--- src/sv/fpc_pkg.sv ---
package fpc_pkg;

	// widths of the ports and state
	localparam int unsigned BYTE_W   = 8;
	localparam int unsigned LEN_W    = 16;
	localparam int unsigned CAP_W    = 17;
	localparam int unsigned CRC_W    = 32;
	localparam int unsigned CFG_IDX_W = 1;

	// register indexes of the configuration port
	localparam logic [CFG_IDX_W-1:0] CFG_CRC_ENABLE   = 1'd0;
	localparam logic [CFG_IDX_W-1:0] CFG_OUT_CAPACITY = 1'd1;

	// configuration reset values
	localparam logic             CRC_ENABLE_RST   = 1'b1;
	localparam logic [CAP_W-1:0] OUT_CAPACITY_RST = 17'd2100;

	// opcodes
	localparam logic OP_START   = 1'b0;
	localparam logic OP_PAYLOAD = 1'b1;

	// frame constants
	localparam logic [CRC_W-1:0]  CRC_POLY       = 32'hEDB8_8320;
	localparam logic [CRC_W-1:0]  CRC_INIT       = 32'hFFFF_FFFF;
	localparam logic [BYTE_W-1:0] SYNC_0         = 8'hAA;
	localparam logic [BYTE_W-1:0] SYNC_1         = 8'h55;
	localparam logic [BYTE_W-1:0] TRAIL_0        = 8'hCC;
	localparam logic [BYTE_W-1:0] TRAIL_1        = 8'h33;
	localparam logic [CAP_W-1:0]  FRAME_OVERHEAD = 17'd11;

	// position of the emitter within the word sequence of one item
	typedef enum logic [3:0] {
		PH_START,
		PH_SYNC,
		PH_FLAG,
		PH_LEN_LO,
		PH_LEN_HI,
		PH_DATA,
		PH_CRC0,
		PH_CRC1,
		PH_CRC2,
		PH_CRC3,
		PH_TRAIL0,
		PH_TRAIL1
	} phase_t;

	// reflected crc32 update over one byte, bit at a time
	function automatic logic [CRC_W-1:0] crc_byte(input logic [CRC_W-1:0] crc,
			input logic [BYTE_W-1:0] b);
		logic [CRC_W-1:0] c;
		c = crc ^ {{(CRC_W-BYTE_W){1'b0}}, b};
		for (int k = 0; k < BYTE_W; k++) begin
			c = c[0] ? (CRC_POLY ^ (c >> 1)) : (c >> 1);
		end
		return c;
	endfunction

endpackage

--- src/sv/frame_packer_crc32.sv ---
// frame_packer_crc32: turns start and payload words into a framed byte stream.
// Input channel (in_valid/in_stall): opcode 0 opens a frame with frame_flag and
// payload_length, opcode 1 carries one payload data_byte. Output channel
// (out_valid/out_stall): one out_byte per word, last_of_run marks the final
// byte caused by an input word, rejected marks a refused word (byte zero).
// A frame is AA 55 flag len_lo len_hi, payload, crc32 (lsb first), CC 33.
// Config channel (cfg_valid/cfg_ready, always ready): index 0 crc_enable,
// index 1 out_capacity; write only while the block is idle.
// The first byte of an accepted word passes the input register, then the
// output register. The emitter produces one byte per cycle while the output
// is not stalled; an input word causes 1 byte for a mid-frame payload byte
// or a rejection, 5 for a start word, 7 for the last payload byte, 11 for an
// empty frame. The next word is taken in the cycle the previous one's last
// byte is emitted, so payload flows at one per cycle when not stalled.
// Reset closes the frame, sets the crc to CRC_INIT, loads config defaults.
// When out_stall is high with out_valid set, the output register holds, the
// emitter waits and in_stall rises once a word waits in the input register.
module frame_packer_crc32 (
	input  logic                         clk,
	input  logic                         arst_n,
	// input words
	input  logic                         in_valid,
	output logic                         in_stall,
	input  logic                         opcode,
	input  logic [fpc_pkg::BYTE_W-1:0]   frame_flag,
	input  logic [fpc_pkg::LEN_W-1:0]    payload_length,
	input  logic [fpc_pkg::BYTE_W-1:0]   data_byte,
	// output words
	output logic                         out_valid,
	input  logic                         out_stall,
	output logic [fpc_pkg::BYTE_W-1:0]   out_byte,
	output logic                         last_of_run,
	output logic                         rejected,
	// configuration writes
	input  logic                         cfg_valid,
	output logic                         cfg_ready,
	input  logic [fpc_pkg::CFG_IDX_W-1:0] cfg_index,
	input  logic [fpc_pkg::CAP_W-1:0]    cfg_data
);
	import fpc_pkg::*;

	// configuration
	logic             crc_en_q;
	logic [CAP_W-1:0] cap_q;

	// frame state
	logic [CRC_W-1:0] crc_q, crc_d;
	logic [LEN_W-1:0] rem_q, rem_d;
	logic             open_q, open_d;

	// input register
	logic              job_valid_s1;
	phase_t            phase_s1, phase_d;
	logic [BYTE_W-1:0] flag_s1;
	logic [LEN_W-1:0]  len_s1;
	logic [BYTE_W-1:0] data_s1;

	// output register
	logic              out_valid_q;
	logic [BYTE_W-1:0] out_byte_q;
	logic              out_last_q;
	logic              out_rej_q;

	// emitter
	logic              adv;
	logic              step;
	logic              done;
	logic [BYTE_W-1:0] emit_byte;
	logic              emit_last;
	logic              emit_rej;
	logic [CRC_W-1:0]  crc_out;
	logic              in_acc;

	assign cfg_ready = 1'b1;

	// configuration registers
	always_ff @(posedge clk or negedge arst_n) begin
		if (!arst_n) begin
			crc_en_q <= CRC_ENABLE_RST;
			cap_q    <= OUT_CAPACITY_RST;
		end else if (cfg_valid && cfg_ready) begin
			unique case (cfg_index)
				CFG_CRC_ENABLE:   crc_en_q <= cfg_data[0];
				CFG_OUT_CAPACITY: cap_q    <= cfg_data;
				default:          ;
			endcase
		end
	end

	// handshakes
	assign adv      = !out_valid_q || !out_stall;
	assign step     = job_valid_s1 && adv;
	assign in_stall = job_valid_s1 && !(adv && done);
	assign in_acc   = in_valid && !in_stall;

	assign crc_out = crc_en_q ? (crc_q ^ CRC_INIT) : '0;

	// next byte and state for the word in the input register
	always_comb begin
		crc_d     = crc_q;
		rem_d     = rem_q;
		open_d    = open_q;
		phase_d   = phase_s1;
		done      = 1'b0;
		emit_byte = '0;
		emit_last = 1'b0;
		emit_rej  = 1'b0;
		unique case (phase_s1)
			PH_START: begin
				open_d = 1'b0;
				rem_d  = '0;
				if ({1'b0, len_s1} + FRAME_OVERHEAD > cap_q) begin
					crc_d     = CRC_INIT;
					emit_last = 1'b1;
					emit_rej  = 1'b1;
					done      = 1'b1;
				end else begin
					emit_byte = SYNC_0;
					crc_d     = crc_byte(CRC_INIT, SYNC_0);
					phase_d   = PH_SYNC;
				end
			end
			PH_SYNC: begin
				emit_byte = SYNC_1;
				crc_d     = crc_byte(crc_q, SYNC_1);
				phase_d   = PH_FLAG;
			end
			PH_FLAG: begin
				emit_byte = flag_s1;
				crc_d     = crc_byte(crc_q, flag_s1);
				phase_d   = PH_LEN_LO;
			end
			PH_LEN_LO: begin
				emit_byte = len_s1[7:0];
				crc_d     = crc_byte(crc_q, len_s1[7:0]);
				phase_d   = PH_LEN_HI;
			end
			PH_LEN_HI: begin
				emit_byte = len_s1[15:8];
				crc_d     = crc_byte(crc_q, len_s1[15:8]);
				if (len_s1 == '0) begin
					phase_d = PH_CRC0;
				end else begin
					emit_last = 1'b1;
					done      = 1'b1;
					open_d    = 1'b1;
					rem_d     = len_s1;
				end
			end
			PH_DATA: begin
				if (!open_q || rem_q == '0) begin
					emit_last = 1'b1;
					emit_rej  = 1'b1;
					done      = 1'b1;
				end else begin
					emit_byte = data_s1;
					crc_d     = crc_byte(crc_q, data_s1);
					rem_d     = rem_q - 1'b1;
					if (rem_q == LEN_W'(1)) begin
						phase_d = PH_CRC0;
					end else begin
						emit_last = 1'b1;
						done      = 1'b1;
					end
				end
			end
			PH_CRC0: begin
				emit_byte = crc_out[7:0];
				phase_d   = PH_CRC1;
			end
			PH_CRC1: begin
				emit_byte = crc_out[15:8];
				phase_d   = PH_CRC2;
			end
			PH_CRC2: begin
				emit_byte = crc_out[23:16];
				phase_d   = PH_CRC3;
			end
			PH_CRC3: begin
				emit_byte = crc_out[31:24];
				phase_d   = PH_TRAIL0;
			end
			PH_TRAIL0: begin
				emit_byte = TRAIL_0;
				phase_d   = PH_TRAIL1;
			end
			PH_TRAIL1: begin
				emit_byte = TRAIL_1;
				emit_last = 1'b1;
				done      = 1'b1;
				open_d    = 1'b0;
				rem_d     = '0;
				crc_d     = CRC_INIT;
			end
			default: ;
		endcase
	end

	// input register and emitter position
	always_ff @(posedge clk or negedge arst_n) begin
		if (!arst_n) begin
			job_valid_s1 <= 1'b0;
			phase_s1     <= PH_START;
		end else if (in_acc) begin
			job_valid_s1 <= 1'b1;
			phase_s1     <= (opcode == OP_PAYLOAD) ? PH_DATA : PH_START;
		end else if (step && done) begin
			job_valid_s1 <= 1'b0;
		end else if (step) begin
			phase_s1 <= phase_d;
		end
	end

	// input payload
	always_ff @(posedge clk) begin
		if (in_acc) begin
			flag_s1 <= frame_flag;
			len_s1  <= payload_length;
			data_s1 <= data_byte;
		end
	end

	// frame state
	always_ff @(posedge clk or negedge arst_n) begin
		if (!arst_n) begin
			crc_q  <= CRC_INIT;
			rem_q  <= '0;
			open_q <= 1'b0;
		end else if (step) begin
			crc_q  <= crc_d;
			rem_q  <= rem_d;
			open_q <= open_d;
		end
	end

	// output register
	always_ff @(posedge clk or negedge arst_n) begin
		if (!arst_n) begin
			out_valid_q <= 1'b0;
		end else if (adv) begin
			out_valid_q <= step;
		end
	end

	always_ff @(posedge clk) begin
		if (step) begin
			out_byte_q <= emit_byte;
			out_last_q <= emit_last;
			out_rej_q  <= emit_rej;
		end
	end

	assign out_valid   = out_valid_q;
	assign out_byte    = out_byte_q;
	assign last_of_run = out_last_q;
	assign rejected    = out_rej_q;

	// checks
	a_acc_loads: assert property (@(posedge clk) disable iff (!arst_n)
		in_acc |=> job_valid_s1)
		else $error("accepted word not held in input register");

	a_idle_no_stall: assert property (@(posedge clk) disable iff (!arst_n)
		!job_valid_s1 |-> !in_stall)
		else $error("input stalled with empty input register");

	a_rej_last: assert property (@(posedge clk) disable iff (!arst_n)
		out_valid && rejected |-> last_of_run && out_byte == '0)
		else $error("rejection word malformed");

	a_closed_empty: assert property (@(posedge clk) disable iff (!arst_n)
		!open_q |-> rem_q == '0)
		else $error("bytes remaining with no frame open");

	a_tail_crc_held: assert property (@(posedge clk) disable iff (!arst_n)
		step && (phase_s1 == PH_CRC0 || phase_s1 == PH_CRC1 || phase_s1 == PH_CRC2)
		|=> $stable(crc_q))
		else $error("crc changed while it is being sent");

endmodule
--- config.mk ---
export PLATFORM = sky130hd
export DESIGN_NAME = frame_packer_crc32
export DESIGN_NICKNAME = d
export VERILOG_FILES = /design/src/sv/fpc_pkg.sv /design/src/sv/frame_packer_crc32.sv
export SDC_FILE = /design/constraint.sdc
export NUM_CORES = 1
export LEC_CHECK = 0
export BUFFER_PORTS_ARGS = -buffer_cell sky130_fd_sc_hd__buf_2
export CAP_MARGIN = 10
export CORE_ASPECT_RATIO = 2
export CORE_MARGIN = 5
export CORE_UTILIZATION = 40
export CTS_CLUSTER_DIAMETER = 50
export DETAILED_ROUTE_END_ITERATION = 7
export PLACE_DENSITY_LB_ADDON = 0.2
export SETUP_SLACK_MARGIN = 0.1
export SKIP_CTS_REPAIR_TIMING = 1
export SYNTH_ARGS = -nofsm -noshare
export SYNTH_HDL_FRONTEND = slang
export SYNTH_SLANG_ARGS = --single-unit
--- constraint.sdc ---
create_clock -name clk -period 4 [get_ports clk]
set_clock_uncertainty 0.05 [all_clocks]
set_input_delay 0.8 -clock clk [delete_from_list [all_inputs] [get_ports clk]]
set_output_delay 0.8 -clock clk [all_outputs]
set_load 0.005 [all_outputs]
Word-level counts from Yosys, hierarchy flattened --
Index checks and enable logic that the tools add are counted.
Word-level totals: register bits 115, latch bits 0, memory bits (writable) 0, memory bits (read-only) 0, bits of input ports 56, output and inout port bits 13, word-level logic and storage cells 181, memories 0
Operators by class: $add $sub $neg 2, multiply operators 0, divide/modulo/power cells 0, order comparisons 1, eq/ne operators 19, shifts and indexed selects 0, muxes and demuxes 70, bitwise operators 47, reductions and logical operators 28
Operator list (number):
- $mux 32 | 43
- $not 13->14 | 40
- $pmux 32 s7 | 1
- $xor 32x8->32 | 4
- $pmux 8 s12 | 1
- $pmux 16 s3 | 1
- $pmux 4 s11 | 1
- $logic_not 16->1 | 2
- $mux 16 | 2
- $not 32->32 | 1
- $mux 4 | 7
- $add 16x4->17 const B | 1
- $gt 17x17->1 | 1
- $eq 16x1->1 const B | 1
- $eq 4x3->1 const B | 4
- $eq 4x4->1 const B | 4
- $mux 8 | 2
- $sub 16x1->16 const B | 1
- $ne 3x3->1 const B | 4
- $reduce_bool 12->1 | 1
- $eq 4x2->1 const B | 2
- $mux 1 | 8
- $reduce_and 7->1 | 1
- $reduce_bool 7->1 | 1
- other kinds (17) | 33

Longest topological paths before layout --
word-level depth 19, gate-level depth with buffers 18, gate-level depth less buffers 17

Worst setup path after synthesis --
OpenSTA, ideal clock, no wires.
kind reg-to-output, start point register len_s1[1], end point output in_stall, arrival 3.246 ns, required time 3.150 ns, path slack -0.096 ns, stages on the path, launching flop included 19, path buffers 1, cells stage by stage edfxtp_1 -> clkbuf_1 -> inv_1 -> ha_1 -> inv_1 -> a21oi_1 -> nor2_1 -> nand3_1 -> nor2_1 -> and3_1 -> xor2_1 -> ha_1 -> a21oi_1 -> a21oi_1 -> a2111o_1 -> o221a_2 -> nor2_1 -> a21oi_1 -> nor2_1
Between the ends: word-level cells in the longest chain between the ends 7, elaborated cells on any way between the ends 9, classes of those cells add/sub: 1; order compare: 1; mux: 3; reduce/logical: 4
RTL lines:
- from (decl) | RTL line frame_packer_crc32.sv:55 | logic [LEN_W-1:0] len_s1;
- from (signal assigned) | RTL line frame_packer_crc32.sv:218 | len_s1 <= payload_length;
- $add 16x4->17 | RTL line frame_packer_crc32.sv:112 | if ({1'b0, len_s1} + FRAME_OVERHEAD > cap_q) begin
- $gt 17x17->1 | RTL line frame_packer_crc32.sv:112
- $mux 1 | RTL line frame_packer_crc32.sv:112
- $pmux 1 s4 * | RTL line frame_packer_crc32.sv:108 | unique case (phase_s1)
- $logic_and 1x1->1 * | RTL line frame_packer_crc32.sv:93 | assign in_stall = job_valid_s1 && !(adv && done);
- $logic_not 1->1 * | RTL line frame_packer_crc32.sv:93
- $logic_and 1x1->1 * | RTL line frame_packer_crc32.sv:93
- to (decl) | RTL line frame_packer_crc32.sv:23 | output logic in_stall,
Mark *: on every way between the ends. The rest lies on a longest branch, timed or not.

Worst setup path after layout --
start point register len_s1[0], end point output in_stall
Same word-level chain as after synthesis.

==> results.py <==
metrics = {
    "status": {
        "outcome": "finished with violations",
        "failing_checks": "negative setup slack",
    },
    "sta": {
        "fin_crit_ns": 4.416,
        "worst_setup_slack_after_layout_ns": -0.4165,
        "timing.final.setup_violations": 1,
        "achievable-frequency_ghz": 0.2264,
        "unrepaired_setup_endpoints_after_global_routing": "yes",
        "slew-limit-headroom": 0.3208,
        "hold_viol": 0,
        "worstMarginPinSlew_ns": 1.012,
        "slew_violations": 0,
        "period_share": 1.104,
    },
    "floorplan": {
        "design.die.area_sq_mm": 0.02970,
        "die_width_um": 124.4,
        "initial_core_util": 0.4064,
        "num_rows": 83,
        "top_ports": 69,
        "chipHeight_um": 238.8,
        "placeableCoreArea_sq_mm": 0.02575,
    },
    "route": {
        "routed-via-count": 9317,
        "detail_route.vias_per_cell": 5.916,
        "detail_route.drc_violations": 0,
        "drtPass1Iterations": 7,
        "avgRoutedWirePerCell_um": 27.94,
        "routed_wl_um": 44010,
        "ant_nets": 0,
        "drt_first_iter_violations": 662,
    },
    "final_layout": {
        "nets": 1299,
        "mostFrequentLayoutCell": "sky130_fd_sc_hd__xnor2_1",
        "final_design_area_no_fill_sq_mm": 0.01225,
        "area_growth_syn_to_layout_pct": 17.08,
        "drive_gt1_frac": 0.2575,
        "layout_common_cells": "212 x sky130_fd_sc_hd__xnor2_1, 96 x sky130_fd_sc_hd__buf_4, 80 x sky130_fd_sc_hd__xor2_1",
        "insertedDiodeCount": 0,
    },
    "yosys": {
        "synth_net_count": 1192,
        "synth_top_family_by_area": "XOR/XNOR gates",
        "yosysSeqAreaShare": 0.2995,
        "async_reset_ff_frac": 0.6348,
        "post_synth_mux_area_share": 0.04053,
        "synth.ff_latch_count": 115,
        "synth_adder_area_share": 0.02510,
        "compound_gate_portion_of_the_synthesized_area": 0.1816,
        "synth-simple-area-share": 0.09803,
        "synthXorXnorAreaFrac": 0.3039,
        "yosys_warnings": 0,
        "postSynthCellCount": 1115,
        "post_synth_num_cell_types": 81,
        "syn_avg_cell_area_sq_um": 9.387,
        "synth.cell_area_sq_mm": 0.01047,
        "synth_top_flop_cell": "sky130_fd_sc_hd__edfxtp_1",
        "synth_edf_count": 42,
    },
    "setup_path": {
        "critical_path_source_type": "register",
        "critical_path.reg2reg.startpoint": "len_s1[0]$_DFFE_PP_",
        "critical_path.reg2reg.endpoint": "len_s1[11]$_DFFE_PP_",
        "timing.setup.critical_path_class": "reg -> out",
        "worstPathArrival_ns": 3.57,
        "reg2reg_setup_slack_ns": 0.19,
        "timing.reg2reg.worst_path_depth": 17,
        "cp.required_ns": 3.15,
        "critical_path_peak_fanout": 3,
        "worst_setup_path_end_kind": "primary output",
    },
    "grt": {
        "antenna_found_initial": 0,
        "first_global_vias": 9722,
        "grt_first_pass_wirelength_um": 63760,
        "grt-ovfl-total": 0,
        "grt_start_max_net_pins": 61,
        "grt_use_total": 0.2948,
    },
    "hold_path": {
        "worst_hold_path_type": "in -> async",
    },
    "placed_design": {
        "placed_area_sq_mm": 0.01159,
        "io_buffer_count": 67,
        "routabilityCongestion": 1.046,
        "post-place-ws_ns": -0.1237,
        "hpwlAfterDp_um": 32810,
    },
    "cts": {
        "clock-sinks": 115,
        "insertion_delay_ns": 0.46,
        "cts_max_path_buffers": 2,
        "clock_root_cell": "sky130_fd_sc_hd__clkbuf_16",
        "cts_tree": "built",
        "tritoncts.num_buffers": 17,
        "htreeDepth": 4,
        "clkTransAtPathRegs_ns": 0.06,
    },
    "run": {
        "drv.max_cap_violation_count": 0,
    },
}
## sequential cells by signal (all words and copies together), names as in the netlist
name,flops
cap_q,17
crc_en_q,1
crc_q,32
data_s1,8
flag_s1,8
job_valid_s1,1
last_of_run,1
len_s1,16
open_q,1
out_byte,8
out_valid,1
phase_s1,4
rejected,1
rem_q,16
## layer usage
| layer | routed length, um | track usage | share of wire |
|---|---|---|---|
| met1 | 13790 | 0.2711 | 0.31 |
| met2 | 22060 | 0.5163 | 0.50 |
| met3 | 2619 | 0.06507 | 0.060 |
| met4 | 5535 | 0.3046 | 0.13 |
| met5 | 0 | 0 | 0 |
## cell families after synthesis
logic type / count (synthesis)
AOI/OAI and AO/OA: 287
xor gates and xnor gates: 321
adders and majority gates: 21
buffers and inverters: 111
DFF: 115
muxes: 38
other: 1
and+or+nand+nor: 221
## Yosys cell counts (4+ instances only)
cell type,instances,share of area
sky130_fd_sc_hd__xnor2_4,7,0.018
sky130_fd_sc_hd__a31oi_1,12,0.0072
sky130_fd_sc_hd__nand2_1,60,0.022
sky130_fd_sc_hd__a21oi_1,69,0.033
sky130_fd_sc_hd__nor3_1,23,0.011
sky130_fd_sc_hd__a221oi_1,7,0.0059
sky130_fd_sc_hd__mux2_2,35,0.038
sky130_fd_sc_hd__inv_1,35,0.013
sky130_fd_sc_hd__clkbuf_8,4,0.0053
sky130_fd_sc_hd__o221ai_1,10,0.0084
sky130_fd_sc_hd__o221a_2,4,0.0043
sky130_fd_sc_hd__a21o_1,8,0.0057
sky130_fd_sc_hd__nand4_1,10,0.0060
sky130_fd_sc_hd__or3_1,5,0.0030
sky130_fd_sc_hd__o22ai_1,42,0.025
sky130_fd_sc_hd__a22oi_1,21,0.015
sky130_fd_sc_hd__o211ai_1,8,0.0057
sky130_fd_sc_hd__buf_2,5,0.0024
sky130_fd_sc_hd__a221o_1,5,0.0048
sky130_fd_sc_hd__o32a_1,5,0.0048
sky130_fd_sc_hd__ha_1,21,0.025
sky130_fd_sc_hd__xor2_1,80,0.067
sky130_fd_sc_hd__o21ai_0,48,0.023
sky130_fd_sc_hd__buf_6,5,0.0054
sky130_fd_sc_hd__clkbuf_1,48,0.017
sky130_fd_sc_hd__nand2b_1,5,0.0030
sky130_fd_sc_hd__dfrtp_1,36,0.086
sky130_fd_sc_hd__nand3_1,11,0.0053
sky130_fd_sc_hd__a311oi_1,4,0.0033
sky130_fd_sc_hd__nor4_1,7,0.0042
sky130_fd_sc_hd__nor2_1,76,0.027
sky130_fd_sc_hd__dfstp_2,37,0.093
sky130_fd_sc_hd__xnor2_2,10,0.016
sky130_fd_sc_hd__xor2_4,4,0.011
sky130_fd_sc_hd__edfxtp_1,42,0.12
sky130_fd_sc_hd__o22a_1,6,0.0050
sky130_fd_sc_hd__buf_1,8,0.0029
sky130_fd_sc_hd__xnor2_1,212,0.18
sky130_fd_sc_hd__a211oi_1,9,0.0065
sky130_fd_sc_hd__nor2b_1,7,0.0042
sky130_fd_sc_hd__xor2_2,4,0.0062
## worst max path at each step
stage / startpoint / endpoint / slack (ns) / depth (start not counted)
floorplan: len_s1[0]$_DFFE_PP_ / in_stall / 0.12 / 18
global placement: len_s1[0]$_DFFE_PP_ / in_stall / -0.13 / 19
detailed placement: len_s1[0]$_DFFE_PP_ / in_stall / -0.12 / 19
CTS: len_s1[0]$_DFFE_PP_ / in_stall / -0.62 / 19
global route: len_s1[1]$_DFFE_PP_ / in_stall / -0.58 / 17
finish: len_s1[0]$_DFFE_PP_ / in_stall / -0.42 / 18
## stage by stage
stage                       util  setup TNS (ns)  std cells  hold slack, ns
after CTS                 0.4727         -0.6206       1572          0.4080
after global routing      0.4758         -0.5762       1575          0.4593
after floorplan                -               0       1115          0.4114
after global placement    0.4502         -0.1309       1540          0.4351
final                     0.4758         -0.4165       1575          0.4033
after detailed placement  0.4502         -0.1237       1540          0.4441
## critical path: stages (launching register included)
cell	delay (ns)
sky130_fd_sc_hd__edfxtp_1	0.40
sky130_fd_sc_hd__inv_2	0.11
sky130_fd_sc_hd__ha_2	0.18
sky130_fd_sc_hd__inv_1	0.05
sky130_fd_sc_hd__a21oi_2	0.16
sky130_fd_sc_hd__nor2_2	0.06
sky130_fd_sc_hd__nand3_2	0.11
sky130_fd_sc_hd__nor2_2	0.05
sky130_fd_sc_hd__and3_1	0.18
sky130_fd_sc_hd__xor2_1	0.14
sky130_fd_sc_hd__ha_1	0.34
sky130_fd_sc_hd__nand4_1	0.16
sky130_fd_sc_hd__nor2_1	0.06
sky130_fd_sc_hd__a2111o_1	0.49
sky130_fd_sc_hd__o221a_4	0.29
sky130_fd_sc_hd__nor2_4	0.11
sky130_fd_sc_hd__a21oi_2	0.05
sky130_fd_sc_hd__nor2_1	0.07
sky130_fd_sc_hd__buf_2	0.11
## cell type report
| cell class | count | area [sq um] |
|---|---|---|
| inverter | 36 | 135.1 |
| fill | 2575 | 13500 |
| multi-input combinational | 889 | 6907 |
| clock inverter | 11 | 98.84 |
| sequential | 115 | 3134 |
| timing repair buffer | 163 | 1071 |
| clock buffer | 21 | 483.0 |
| tap | 340 | 425.4 |
Power is left out: the tool's default activity adds up to more than one toggle a clock period on the data nets, which glitch-free logic cannot reach.
